<file path="src/hdl/phsv_pkg.sv">
package phsv_pkg;

    typedef struct packed {
        logic [7:0] chan_a;
        logic [7:0] chan_b;
        logic [7:0] chan_c;
    } pix_t;

    typedef struct packed {
        logic [7:0] red;
        logic [7:0] green;
        logic [7:0] blue;
        logic [8:0] hue;
        logic [6:0] saturation;
        logic [6:0] brightness;
    } hsv_t;

    // which channel holds the maximum
    localparam logic [1:0] SEC_RED   = 2'd0;
    localparam logic [1:0] SEC_GREEN = 2'd1;
    localparam logic [1:0] SEC_BLUE  = 2'd2;

    localparam int QUO_BITS = 7;

    typedef struct packed {
        logic [7:0] red;
        logic [7:0] green;
        logic [7:0] blue;
    } rgb_t;

    typedef struct packed {
        logic [7:0]          red;
        logic [7:0]          green;
        logic [7:0]          blue;
        logic [6:0]          brightness;
        logic [1:0]          sector;
        logic                flat;
        logic                h_neg;
        logic [14:0]         s_rem;
        logic [7:0]          s_div;
        logic [QUO_BITS-1:0] s_quo;
        logic [13:0]         h_rem;
        logic [7:0]          h_div;
        logic [QUO_BITS-1:0] h_quo;
    } cell_t;

endpackage

</file>
<file path="src/hdl/phsv_front.sv">
module phsv_front
    import phsv_pkg::*;
(
    input  logic clk,
    input  logic rst_n,
    input  logic wr_en,
    input  logic wr_data,
    input  logic in_valid,
    input  pix_t in_pix,
    output logic ready,
    output logic out_valid,
    output rgb_t out_rgb,
    input  logic ready_dn
);

    logic yuv_reg;

    logic v1_reg, v2_reg, v3_reg;
    logic ready1, ready2, ready3;

    // stage 1: hundredths numerators
    logic signed [16:0] a17, cu17, cv17;
    logic signed [16:0] num_r_next, num_g_next, num_b_next;
    logic signed [16:0] num_r_reg, num_g_reg, num_b_reg;
    pix_t               pix1_reg;

    // stage 2: divide by 100 through reciprocal
    logic [32:0] prod_r, prod_g, prod_b;
    logic [8:0]  q_r_next, q_g_next, q_b_next;
    logic [8:0]  q_r_reg, q_g_reg, q_b_reg;
    logic        n_r_reg, n_g_reg, n_b_reg;
    pix_t        pix2_reg;

    // stage 3: clamp and select
    rgb_t rgb_next, rgb_reg;

    function automatic logic [7:0] clamp_q(input logic neg, input logic [8:0] q);
        logic [7:0] res;
        if (neg)
            res = 8'd0;
        else if (q > 9'd255)
            res = 8'd255;
        else
            res = q[7:0];
        return res;
    endfunction

    assign ready3 = !v3_reg || ready_dn;
    assign ready2 = !v2_reg || ready3;
    assign ready1 = !v1_reg || ready2;
    assign ready  = ready1;

    assign a17  = $signed({9'd0, in_pix.chan_a});
    assign cu17 = $signed({9'd0, in_pix.chan_b}) - 17'sd128;
    assign cv17 = $signed({9'd0, in_pix.chan_c}) - 17'sd128;

    assign num_r_next = 17'sd100 * a17 + 17'sd137 * cv17;
    assign num_g_next = 17'sd100 * a17 - 17'sd70 * cv17 - 17'sd34 * cu17;
    assign num_b_next = 17'sd100 * a17 + 17'sd173 * cu17;

    // floor(n/100) == (n*83887)>>23 for n below 91180
    assign prod_r = {17'd0, num_r_reg[15:0]} * 33'd83887;
    assign prod_g = {17'd0, num_g_reg[15:0]} * 33'd83887;
    assign prod_b = {17'd0, num_b_reg[15:0]} * 33'd83887;
    assign q_r_next = prod_r[31:23];
    assign q_g_next = prod_g[31:23];
    assign q_b_next = prod_b[31:23];

    always_comb
    begin
        if (yuv_reg)
        begin
            rgb_next.red   = clamp_q(n_r_reg, q_r_reg);
            rgb_next.green = clamp_q(n_g_reg, q_g_reg);
            rgb_next.blue  = clamp_q(n_b_reg, q_b_reg);
        end
        else
        begin
            rgb_next.red   = pix2_reg.chan_a;
            rgb_next.green = pix2_reg.chan_b;
            rgb_next.blue  = pix2_reg.chan_c;
        end
    end

    always_ff @(posedge clk or negedge rst_n)
    begin
        if (!rst_n)
        begin
            yuv_reg <= 1'b0;
            v1_reg  <= 1'b0;
            v2_reg  <= 1'b0;
            v3_reg  <= 1'b0;
        end
        else
        begin
            if (wr_en)
                yuv_reg <= wr_data;
            if (ready1)
                v1_reg <= in_valid;
            if (ready2)
                v2_reg <= v1_reg;
            if (ready3)
                v3_reg <= v2_reg;
        end
    end

    always_ff @(posedge clk)
    begin
        if (ready1)
        begin
            pix1_reg  <= in_pix;
            num_r_reg <= num_r_next;
            num_g_reg <= num_g_next;
            num_b_reg <= num_b_next;
        end
        if (ready2)
        begin
            pix2_reg <= pix1_reg;
            q_r_reg  <= q_r_next;
            q_g_reg  <= q_g_next;
            q_b_reg  <= q_b_next;
            n_r_reg  <= num_r_reg[16];
            n_g_reg  <= num_g_reg[16];
            n_b_reg  <= num_b_reg[16];
        end
        if (ready3)
            rgb_reg <= rgb_next;
    end

    assign out_valid = v3_reg;
    assign out_rgb   = rgb_reg;

endmodule

</file>
<file path="src/hdl/phsv_prep.sv">
module phsv_prep
    import phsv_pkg::*;
(
    input  logic  clk,
    input  logic  rst_n,
    input  logic  in_valid,
    input  rgb_t  in_rgb,
    output logic  ready,
    output logic  out_valid,
    output cell_t out_cell,
    input  logic  ready_dn
);

    logic v1_reg, v2_reg;
    logic ready1, ready2;

    // stage 1: max, min, sector and signed hue difference
    logic       r_top, g_top;
    logic [7:0] mx_next, mn_next;
    logic [8:0] diff;
    logic [1:0] sec_next;
    logic [7:0] mag_next;
    rgb_t       rgb1_reg;
    logic [7:0] mx_reg, d_reg, mag_reg;
    logic [1:0] sec_reg;
    logic       neg_reg;

    // stage 2: brightness and divider numerators
    logic [30:0] vprod;
    cell_t       cell_next, cell_reg;

    assign ready2 = !v2_reg || ready_dn;
    assign ready1 = !v1_reg || ready2;
    assign ready  = ready1;

    // ties go to red, then green
    assign r_top = (in_rgb.red >= in_rgb.green) && (in_rgb.red >= in_rgb.blue);
    assign g_top = !r_top && (in_rgb.green >= in_rgb.blue);

    always_comb
    begin
        if (r_top)
        begin
            sec_next = SEC_RED;
            mx_next  = in_rgb.red;
            diff     = {1'b0, in_rgb.green} - {1'b0, in_rgb.blue};
        end
        else if (g_top)
        begin
            sec_next = SEC_GREEN;
            mx_next  = in_rgb.green;
            diff     = {1'b0, in_rgb.blue} - {1'b0, in_rgb.red};
        end
        else
        begin
            sec_next = SEC_BLUE;
            mx_next  = in_rgb.blue;
            diff     = {1'b0, in_rgb.red} - {1'b0, in_rgb.green};
        end
        mn_next = in_rgb.red;
        if (in_rgb.green < mn_next)
            mn_next = in_rgb.green;
        if (in_rgb.blue < mn_next)
            mn_next = in_rgb.blue;
        mag_next = diff[8] ? 8'(-diff) : diff[7:0];
    end

    // floor(mx*100/255) == (mx*6579400)>>24 over the 8-bit range
    assign vprod = {23'd0, mx_reg} * 31'd6579400;

    always_comb
    begin
        cell_next.red        = rgb1_reg.red;
        cell_next.green      = rgb1_reg.green;
        cell_next.blue       = rgb1_reg.blue;
        cell_next.brightness = vprod[30:24];
        cell_next.sector     = sec_reg;
        cell_next.flat       = (d_reg == 8'd0);
        cell_next.h_neg      = neg_reg;
        cell_next.s_rem      = {7'd0, d_reg} * 15'd100;
        cell_next.s_div      = mx_reg;
        cell_next.s_quo      = '0;
        cell_next.h_rem      = {6'd0, mag_reg} * 14'd60;
        cell_next.h_div      = d_reg;
        cell_next.h_quo      = '0;
    end

    always_ff @(posedge clk or negedge rst_n)
    begin
        if (!rst_n)
        begin
            v1_reg <= 1'b0;
            v2_reg <= 1'b0;
        end
        else
        begin
            if (ready1)
                v1_reg <= in_valid;
            if (ready2)
                v2_reg <= v1_reg;
        end
    end

    always_ff @(posedge clk)
    begin
        if (ready1)
        begin
            rgb1_reg <= in_rgb;
            mx_reg   <= mx_next;
            d_reg    <= mx_next - mn_next;
            mag_reg  <= mag_next;
            sec_reg  <= sec_next;
            neg_reg  <= diff[8];
        end
        if (ready2)
            cell_reg <= cell_next;
    end

    assign out_valid = v2_reg;
    assign out_cell  = cell_reg;

endmodule

</file>
<file path="src/hdl/phsv_div_cell.sv">
module phsv_div_cell
    import phsv_pkg::*;
#(
    parameter int SHIFT = 0
)
(
    input  logic  clk,
    input  logic  rst_n,
    input  logic  in_valid,
    input  cell_t in_cell,
    output logic  ready,
    output logic  out_valid,
    output cell_t out_cell,
    input  logic  ready_dn
);

    logic        valid_reg;
    cell_t       cell_next, cell_reg;
    logic [14:0] s_trial;
    logic [13:0] h_trial;

    assign ready = !valid_reg || ready_dn;

    // one restoring step per divider: try divisor shifted to this quotient bit
    assign s_trial = {7'd0, in_cell.s_div} << SHIFT;
    assign h_trial = {6'd0, in_cell.h_div} << SHIFT;

    always_comb
    begin
        cell_next = in_cell;
        if (in_cell.s_rem >= s_trial)
        begin
            cell_next.s_rem        = in_cell.s_rem - s_trial;
            cell_next.s_quo[SHIFT] = 1'b1;
        end
        if (in_cell.h_rem >= h_trial)
        begin
            cell_next.h_rem        = in_cell.h_rem - h_trial;
            cell_next.h_quo[SHIFT] = 1'b1;
        end
    end

    always_ff @(posedge clk or negedge rst_n)
    begin
        if (!rst_n)
            valid_reg <= 1'b0;
        else if (ready)
            valid_reg <= in_valid;
    end

    always_ff @(posedge clk)
    begin
        if (ready)
            cell_reg <= cell_next;
    end

    assign out_valid = valid_reg;
    assign out_cell  = cell_reg;

endmodule

</file>
<file path="src/hdl/pixel_to_hsv_percent.sv">
// Streaming pixel to HSV converter. Accepts one pixel beat per clock while
// pix_stall is low and delivers one result beat per pixel. The front stages
// do the optional YUV to RGB conversion, the prep stages find max/min and set
// up the dividers, the divider chain (one cell per quotient bit, shared by
// the saturation and hue divisions) forms the quotients, and the output
// register holds the result. Every stage holds one beat and moves it on
// whenever the next one is free, so a stall at the output only stops the
// input once all stages are full. The format bit (wr_en/wr_data) selects RGB
// or YUV input and is meant to be changed only while the pipeline is empty.
module pixel_to_hsv_percent
    import phsv_pkg::*;
(
    input  logic clk,
    input  logic rst_n,
    input  logic wr_en,
    input  logic wr_data,
    input  logic pix_valid,
    output logic pix_stall,
    input  pix_t pix,
    output logic hsv_valid,
    input  logic hsv_stall,
    output hsv_t hsv
);

    localparam int NCELL = QUO_BITS;

    logic front_ready, front_valid;
    rgb_t front_rgb;
    logic prep_ready, prep_valid;

    cell_t chain_cell  [NCELL+1];
    logic  chain_valid [NCELL+1];
    logic  chain_ready [NCELL+1];

    logic       fin_ready;
    logic       hsv_valid_reg;
    hsv_t       hsv_next, hsv_reg;
    logic [8:0] q9;

    phsv_front u_front (
        .clk       (clk),
        .rst_n     (rst_n),
        .wr_en     (wr_en),
        .wr_data   (wr_data),
        .in_valid  (pix_valid),
        .in_pix    (pix),
        .ready     (front_ready),
        .out_valid (front_valid),
        .out_rgb   (front_rgb),
        .ready_dn  (prep_ready)
    );

    phsv_prep u_prep (
        .clk       (clk),
        .rst_n     (rst_n),
        .in_valid  (front_valid),
        .in_rgb    (front_rgb),
        .ready     (prep_ready),
        .out_valid (prep_valid),
        .out_cell  (chain_cell[0]),
        .ready_dn  (chain_ready[0])
    );

    assign chain_valid[0] = prep_valid;

    // cells run from the top quotient bit down
    for (genvar i = 0; i < NCELL; i++)
    begin : g_cell
        phsv_div_cell #(
            .SHIFT (NCELL - 1 - i)
        ) u_cell (
            .clk       (clk),
            .rst_n     (rst_n),
            .in_valid  (chain_valid[i]),
            .in_cell   (chain_cell[i]),
            .ready     (chain_ready[i]),
            .out_valid (chain_valid[i+1]),
            .out_cell  (chain_cell[i+1]),
            .ready_dn  (chain_ready[i+1])
        );
    end

    assign fin_ready          = !hsv_valid_reg || !hsv_stall;
    assign chain_ready[NCELL] = fin_ready;

    assign q9 = {2'd0, chain_cell[NCELL].h_quo};

    always_comb
    begin
        hsv_next.red        = chain_cell[NCELL].red;
        hsv_next.green      = chain_cell[NCELL].green;
        hsv_next.blue       = chain_cell[NCELL].blue;
        hsv_next.brightness = chain_cell[NCELL].brightness;
        hsv_next.saturation = chain_cell[NCELL].s_quo;
        case (chain_cell[NCELL].sector)
            SEC_RED:   hsv_next.hue = chain_cell[NCELL].h_neg ? 9'd360 - q9 : q9;
            SEC_GREEN: hsv_next.hue = chain_cell[NCELL].h_neg ? 9'd120 - q9 : 9'd120 + q9;
            SEC_BLUE:  hsv_next.hue = chain_cell[NCELL].h_neg ? 9'd240 - q9 : 9'd240 + q9;
            default:   hsv_next.hue = 9'd0;
        endcase
        // grey or black: the hue divisor (max minus min) was zero
        if (chain_cell[NCELL].flat)
        begin
            hsv_next.hue        = 9'd0;
            hsv_next.saturation = 7'd0;
        end
    end

    always_ff @(posedge clk or negedge rst_n)
    begin
        if (!rst_n)
            hsv_valid_reg <= 1'b0;
        else if (fin_ready)
            hsv_valid_reg <= chain_valid[NCELL];
    end

    always_ff @(posedge clk)
    begin
        if (fin_ready)
            hsv_reg <= hsv_next;
    end

    assign pix_stall = !front_ready;
    assign hsv_valid = hsv_valid_reg;
    assign hsv       = hsv_reg;

`ifndef SYNTHESIS
    a_range: assert property (@(posedge clk) disable iff (!rst_n)
        hsv_valid |-> (hsv.hue <= 9'd360) && (hsv.saturation <= 7'd100)
                      && (hsv.brightness <= 7'd100))
        else $error("hsv result out of range");

    a_grey: assert property (@(posedge clk) disable iff (!rst_n)
        hsv_valid && (hsv.red == hsv.green) && (hsv.green == hsv.blue)
        |-> (hsv.hue == 9'd0) && (hsv.saturation == 7'd0))
        else $error("grey pixel with nonzero hue or saturation");

    a_no_false_stall: assert property (@(posedge clk) disable iff (!rst_n)
        !hsv_valid |-> !pix_stall)
        else $error("input stalled while output slot is empty");
`endif

endmodule
</file>
<file path="config.mk">
export PLATFORM = sky130hd
export DESIGN_NAME = pixel_to_hsv_percent
export DESIGN_NICKNAME = d
export VERILOG_FILES = /design/src/hdl/phsv_pkg.sv /design/src/hdl/phsv_front.sv /design/src/hdl/phsv_prep.sv /design/src/hdl/phsv_div_cell.sv /design/src/hdl/pixel_to_hsv_percent.sv
export SDC_FILE = /design/constraint.sdc
export NUM_CORES = 2
export LEC_CHECK = 0
export BUFFER_PORTS_ARGS = -buffer_cell sky130_fd_sc_hd__buf_2
export CORE_MARGIN = 4
export CORE_UTILIZATION = 39
export CTS_CLUSTER_SIZE = 25
export DETAILED_ROUTE_END_ITERATION = 10
export PLACE_DENSITY = 0.56
export SLEW_MARGIN = 15
export SYNTH_ARGS = -nofsm -noshare
export SYNTH_HDL_FRONTEND = slang
export SYNTH_SLANG_ARGS = --single-unit
</file>
<file path="constraint.sdc">
create_clock -name clk -period 14.6 [get_ports clk]
set_input_delay 1.46 -clock clk [delete_from_list [all_inputs] [get_ports clk]]
set_output_delay 1.46 -clock clk [all_outputs]
set_load 0.01 [all_outputs]
</file>
Word level (Yosys, flattened, before mapping)
Cells that the tools add are included.

storage, ports and cells
  memories kept = 0
  RAM bits = 0
  register bits = 912
  bits in latches = 0
  output and inout port bits = 49
  ROM bits = 0

cells by class
  multipliers = 11
  divide/modulo/power cells = 0
  reduce and logical (&&, ||, !) cells = 33
  muxes and demuxes = 31
  shift operators = 0
  equal/unequal tests = 2
  order comparisons = 22
  add/sub/neg operators = 28
  bitwise operators = 0

operator list
  cell                    count
  $mul 16x17->32 const B  3
  $mux 15                 6
  $mux 8                  11
  $mux 14                 6
  $mux 9                  5
  $add 17x17->17          2
  $mul 9x17->17 const A   2
  $sub 17x17->17          2
  $mul 8x20->28 const B   1
  $gt 9x8->1 const B      3
  $pmux 9 s3              1
  $sub 8x8->9             3
  $ge 8x8->1              3
  $mux 24                 1
  $sub 8x8->9 const B     2
  $mul 6x17->16 const A   1
  $mul 7x17->16 const A   1
  $logic_not 1->1         16
  $lt 8x8->1              2
  $ge 15x10->1            1
  $ge 15x11->1            1
  $ge 15x12->1            1
  $ge 15x13->1            1
  $ge 15x14->1            1
  other kinds (38)        51

Longest topological paths before layout
  depth in word-level cells = 15
  mapped depth = 23
  mapped depth without buffers = 22

Hierarchy
Synthesis repeated with hierarchy kept, for this count alone.

second synthesis, totals
  cell total of the unflattened synthesis = 5058
  area, all modules = 64299.2 µm²

by module, submodules not included
  module                            area an instance (µm²)  times used  cells an instance
  phsv_front                        24643.6                 1           2302
  phsv_prep                         9335.2                  1           808
  phsv_div_cell (g_cell[6].u_cell)  4141.5                  1           287
  phsv_div_cell (g_cell[5].u_cell)  4080.2                  1           269
  phsv_div_cell (g_cell[4].u_cell)  4016.4                  1           263
  phsv_div_cell (g_cell[2].u_cell)  4011.3                  1           253
  phsv_div_cell (g_cell[0].u_cell)  3957.5                  1           232
  phsv_div_cell (g_cell[1].u_cell)  3956.3                  1           240
  phsv_div_cell (g_cell[3].u_cell)  3956.3                  1           245
  pixel_to_hsv_percent              2200.9                  1           159

Worst setup path before layout
No wires, ideal clock.

  path kind = input port to output port
  start point = in hsv_stall
  end point = out pix_stall
  arrival = 7016 ps
  stages = 9
  data required time = 13140 ps
  setup slack = 6124 ps
  cell sequence = and3_1 -> inv_1 -> nor2_1 -> and2_1 -> inv_1 -> nor2_1 -> and2_1 -> nand4_1 -> inv_1

between the ends
  longest elaborated chain between the ends = 15

ends and longest elaborated chain
  element                         line                         RTL
  from (decl)                     pixel_to_hsv_percent.sv:21   input logic hsv_stall,
  $logic_not 1->1                 pixel_to_hsv_percent.sv:83   assign fin_ready = !hsv_valid_reg || !hsv_stall;
  $logic_or 1x1->1                pixel_to_hsv_percent.sv:83
  $logic_or 1x1->1                phsv_div_cell.sv:22          assign ready = !valid_reg || ready_dn;
  net g_cell[5].u_cell.ready_dn   phsv_div_cell.sv:14          input logic ready_dn
  $logic_or 1x1->1 (4 in series)  phsv_div_cell.sv:22
  net g_cell[1].u_cell.ready_dn   phsv_div_cell.sv:14
  $logic_or 1x1->1 (2 in series)  phsv_div_cell.sv:22
  $logic_or 1x1->1                phsv_prep.sv:32              assign ready2 = !v2_reg || ready_dn;
  $logic_or 1x1->1                phsv_prep.sv:33              assign ready1 = !v1_reg || ready2;
  $logic_or 1x1->1                phsv_front.sv:48             assign ready3 = !v3_reg || ready_dn;
  $logic_or 1x1->1                phsv_front.sv:49             assign ready2 = !v2_reg || ready3;
  $logic_or 1x1->1                phsv_front.sv:50             assign ready1 = !v1_reg || ready2;
  $logic_not 1->1                 pixel_to_hsv_percent.sv:123  assign pix_stall = !front_ready;
  to (decl)                       pixel_to_hsv_percent.sv:18   output logic pix_stall,

The timed path passes the listed nets, and every way through them passes these cells.

Final worst setup path
  start point = in pix[7] (netlist name)
  end point = reg u_front.num_g_reg[15], data pin

between the ends
  longest elaborated chain between the ends = 4

ends and longest elaborated chain
  element                       line                        RTL
  from (decl)                   pixel_to_hsv_percent.sv:19  input pix_t pix,
  $sub 8x8->9                   phsv_front.sv:55            assign cv17 = $signed({9'd0, in_pix.chan_c}) - 17'sd128;
  $mul 7x17->16                 phsv_front.sv:58            assign num_g_next = 17'sd100 * a17 - 17'sd70 * cv17 - 17'sd34 * cu17;
  $sub 17x17->17 (2 in series)  phsv_front.sv:58
  net u_front.num_g_next[15]    phsv_front.sv:23            logic signed [16:0] num_r_next, num_g_next, num_b_next;
  to (signal assigned)          phsv_front.sv:113           num_g_reg <= num_g_next;
  to (decl)                     phsv_front.sv:24            logic signed [16:0] num_r_reg, num_g_reg, num_b_reg;

The timed path passes the listed nets, and every way through them passes these cells.
A chain may end at the register's enable or synchronous reset.

==> summary.md <==
The number of antenna diodes in the final layout is 0. Category of the most critical setup path: primary input to flip-flop. The I/O pin count came out at 79. The post-synthesis sequential element count is 873. Detailed routing inserted a total of 32.73k vias.

The worst endpoint required time is 15020 ps, and the row count is 141. Summing all multi-input logic gate instances after layout gives 28490 um^2. The most used flip-flop cell after synthesis is edfxtp_1. Before antenna repair, the detailed router went through 5 iterations. The logs give 710 ps for the clock latency at the later pin of the worst-skew pair and 61200 um^2 for the standard cell area after detailed placement. Setup repair after global routing left no endpoint under its margin.

TritonCTS built the clock tree. The worst register-to-register path has a depth of 18. The quantity of hold-fixing buffers added after cts is 0, and the setup TNS is 0 ps.

Data arrives at the worst endpoint at 6740 ps. The run gives 371.3 ps as the worst slack on hold paths. No sink is reached through more buffers than the 3 on the longest clock path. The initial detailed-routing violation count was 1203; the post-route clock period utilization was 43.31%. Total congestion overflow: 0. The number of cells traversed by the worst hold path is 0. The endpoint of the worst hold-timing path is g_cell[0].u_cell.out_cell[63]. The largest net degree at the start of global routing was 77. The H-tree was split into 3 levels.

The origin of the worst min-delay path is u_prep.out_cell[63]. For the remaining max-slew budget at the tightest pin, the log shows 26.01%. Global routing used 13.95% of the available tracks across all layers. The endpoint identified for the worst register-to-register timing path is u_front.q_g_reg[8]. In the routed design, unresolved DRC markers number 0. For this run, the number of Yosys warnings is 0. In this design, the critical path's most frequently occurring cell is ha_1.

The die covers 155900 um^2. Classification of the worst-slack hold path: flip-flop to flip-flop. The post-synthesis async set-or-reset flop share is 1.604%, and the count of pins over their slew limit is 0. The number of global-route vias before repair is 34.93k, and the number of buffers added for setup after CTS is 0. Post-layout net count: 6115.

Summing all flip-flop and latch instances after layout gives 26150 um^2. The number of fill cells in the layout was 13.74k; the number of antenna violations at the first check in global routing was 2. The worst setup path is captured at a flip-flop. The post-layout instance area is 64490 um^2, and the half-perimeter wire length after placement is 85.07 mm.

Summed over all layers, the routed wires come to 106.1 mm. The register with the most flip-flops in the layout has 540 of them. The slowest stage of the critical path belongs to the cell fa_1.

The number of standard cells after synthesis is 4709, and the transition time at the pin with the least slew margin is 1107 ps. Clock tree synthesis inserted a total of 97 buffers. The largest fanout on the critical path is 17, and the via-per-instance ratio is 4.757.

After synthesis, flip-flops and latches occupy 44.78% of the total area. Across the routed clock network, the largest skew measured is 63.50 ps. STA classifies the critical path startpoint as a primary input. The clock-pin slew on the worst setup and hold paths was 60 ps; the die extent in y was 394.9 um. The buffer cell driving the clock tree root was clkbuf_16. The startpoint identified for the worst register-to-register timing path is u_front.num_g_reg[4]. Walking the worst path, the cells encountered are buf_2 > inv_1 > ha_1 > ha_1 > fa_1 > ha_1 > or3_1 > o221a_2 > nand2_1 > nand2_1 > a211oi_1 > nor2_1 > fa_1 > inv_1 > ha_1 > or3_1 > a211o_1 > a31o_2 > a21oi_1 > xnor2_1. Setup violations remaining at the end of the flow were counted as 0.

The horizontal die dimension works out to 394.9 um. The number of I/O port buffers works out to 78. Tracing the worst setup path back leads to its startpoint at pix[7]. In this run the cell area of the synthesized design comes to 58380 um^2.

For this configuration, the core starts out at a cell density of 39.39%. The first global-routing pass estimated 176.8 mm of wire. On the worst path, the slowest cell contributes a delay of 540 ps. The upper clock frequency limit is 0.1581 GHz. The unique cell type count in the Yosys netlist was 82; the signed area change from the synthesized netlist to the final layout was 10.47%. Yosys mapped a number of flops with a built-in enable equal to 859. The worst path in the final design needs a cycle of 6324 ps, including I/O delays and setup. The worst setup slack after layout came out at 8276 ps.

The average cell area after synthesis works out to 12.40 um^2. The setup check on the worst reg-to-reg path leaves a slack of 8320 ps. The congestion estimate from routability-driven global placement came to 0.8754. After floorplanning, the core was sized to cover 148200 um^2.

The CTS sink count is 873. Timing analysis after detailed placement gives a worst setup slack of 7557 ps. The tool flagged a number of max-cap violations equal to 0. The number of gates resized after cts was 0. The flow ran to the end, and the final reports show no timing, DRC or antenna violations. The count of nets left with antenna violations once routing finished came out at 0. The net count after synthesis is 5958, and the share of post-route cells with drive strength above 1 is 7.315%. The run gives 0 as the number of hold-slack violations in the final timing report.

After detailed routing, the average wire length per cell comes to 15.42 um.
[cell type report]
class                   instances  share of cell area, %
clock buffers                 117                  3.944
well taps                    1930                  3.744
clock inverters                65                  1.156
repair buffers                 94                 0.7916
multi-input cells            2832                  44.18
inverters                     968                  5.638
flip-flops and latches        873                  40.54
[cells in the mapped netlist (all sizes together), types with 30 or more instances]
library cell	n	area share (%)
o21bai	33	0.42
mux2	64	1.2
a21boi	33	0.42
xor2	63	0.95
o21a	30	0.39
nor2b	53	0.57
nand3	39	0.34
inv	968	6.2
nor3	37	0.33
mux2i	33	0.57
xnor2	171	2.6
fa	399	14
nand2	156	1.0
a21oi	194	1.7
o21ai	151	1.3
nor2	229	1.5
a21o	52	0.67
edfxtp	859	44
nand2b	47	0.51
nand4	32	0.35
ha	820	18
[worst max path at each step]
stage | end | cells past startpoint
2_1_floorplan | pix_stall | 9
5_1_grt | u_front.q_g_reg[8] | 18
4_1_cts | u_front.q_b_reg[8] | 19
6_report | u_front.num_g_reg[15] | 20
3_5_place_dp | u_front.num_g_reg[15] | 20
3_3_place_gp | u_front.num_g_reg[15] | 20
[per-stage QoR]
step / utilization (%) / cells
2_1_floorplan: - / 4709
3_3_place_gp: 41.30 / 6697
3_5_place_dp: 41.30 / 6697
4_1_cts: 43.52 / 6879
5_1_grt: 43.52 / 6879
6_report: 43.52 / 6879
[critical path, delay by kind of cell]
kind	cells	cell delay, ps
xor gates and xnor gates	1	90
and+or+nand+nor	5	920
buffers and inverters	3	860
adders and majority gates	6	2190
AOI/OAI and AO/OA	5	1200
[cells in the final DEF (no fill, tap or decap), drive strengths merged, types with 30 or more instances in the layout]
cell    Yosys  layout
fa        399     399
nand3      39      39
nand4      32      32
o21a       30      30
nor2b      53      53
buf        15      94
a21oi     194     194
edfxtp    859     859
nand2     156     156
inv       968     970
clkinv      0      48
o21bai     33      33
o21ai     151     151
xnor2     171     171
a21boi     33      33
nor2      229     229
nand2b     47      47
a21o       52      52
nor3       37      37
mux2i      33      33
ha        820     820
clkbuf     21     117
xor2       63      63
mux2       64      64
[routing by layer]
| metal | GRT usage (%) | routed length [um] |
|---|---|---|
| met1 | 17.19 | 46410 |
| met2 | 25.44 | 54190 |
| met3 | 2.182 | 3034 |
| met4 | 3.632 | 2420 |
| met5 | 0 | 20 |
[kinds of logic (layout without fill, tap and decap cells)]
logic type      after synthesis  count (layout)  share of synthesized area (%)
compound gates              601             601                          6.479
xor+xnor                    234             234                          3.511
fa+ha+maj                  1219            1219                          31.26
buf+inv                    1004            1244                          6.498
flops                       873             873                          44.78
mux                          97              97                          1.813
simple gates                681             681                          5.658
Power is left out: the tool's default activity adds up to more than one toggle a clock period on the data nets, which glitch-free logic cannot reach.
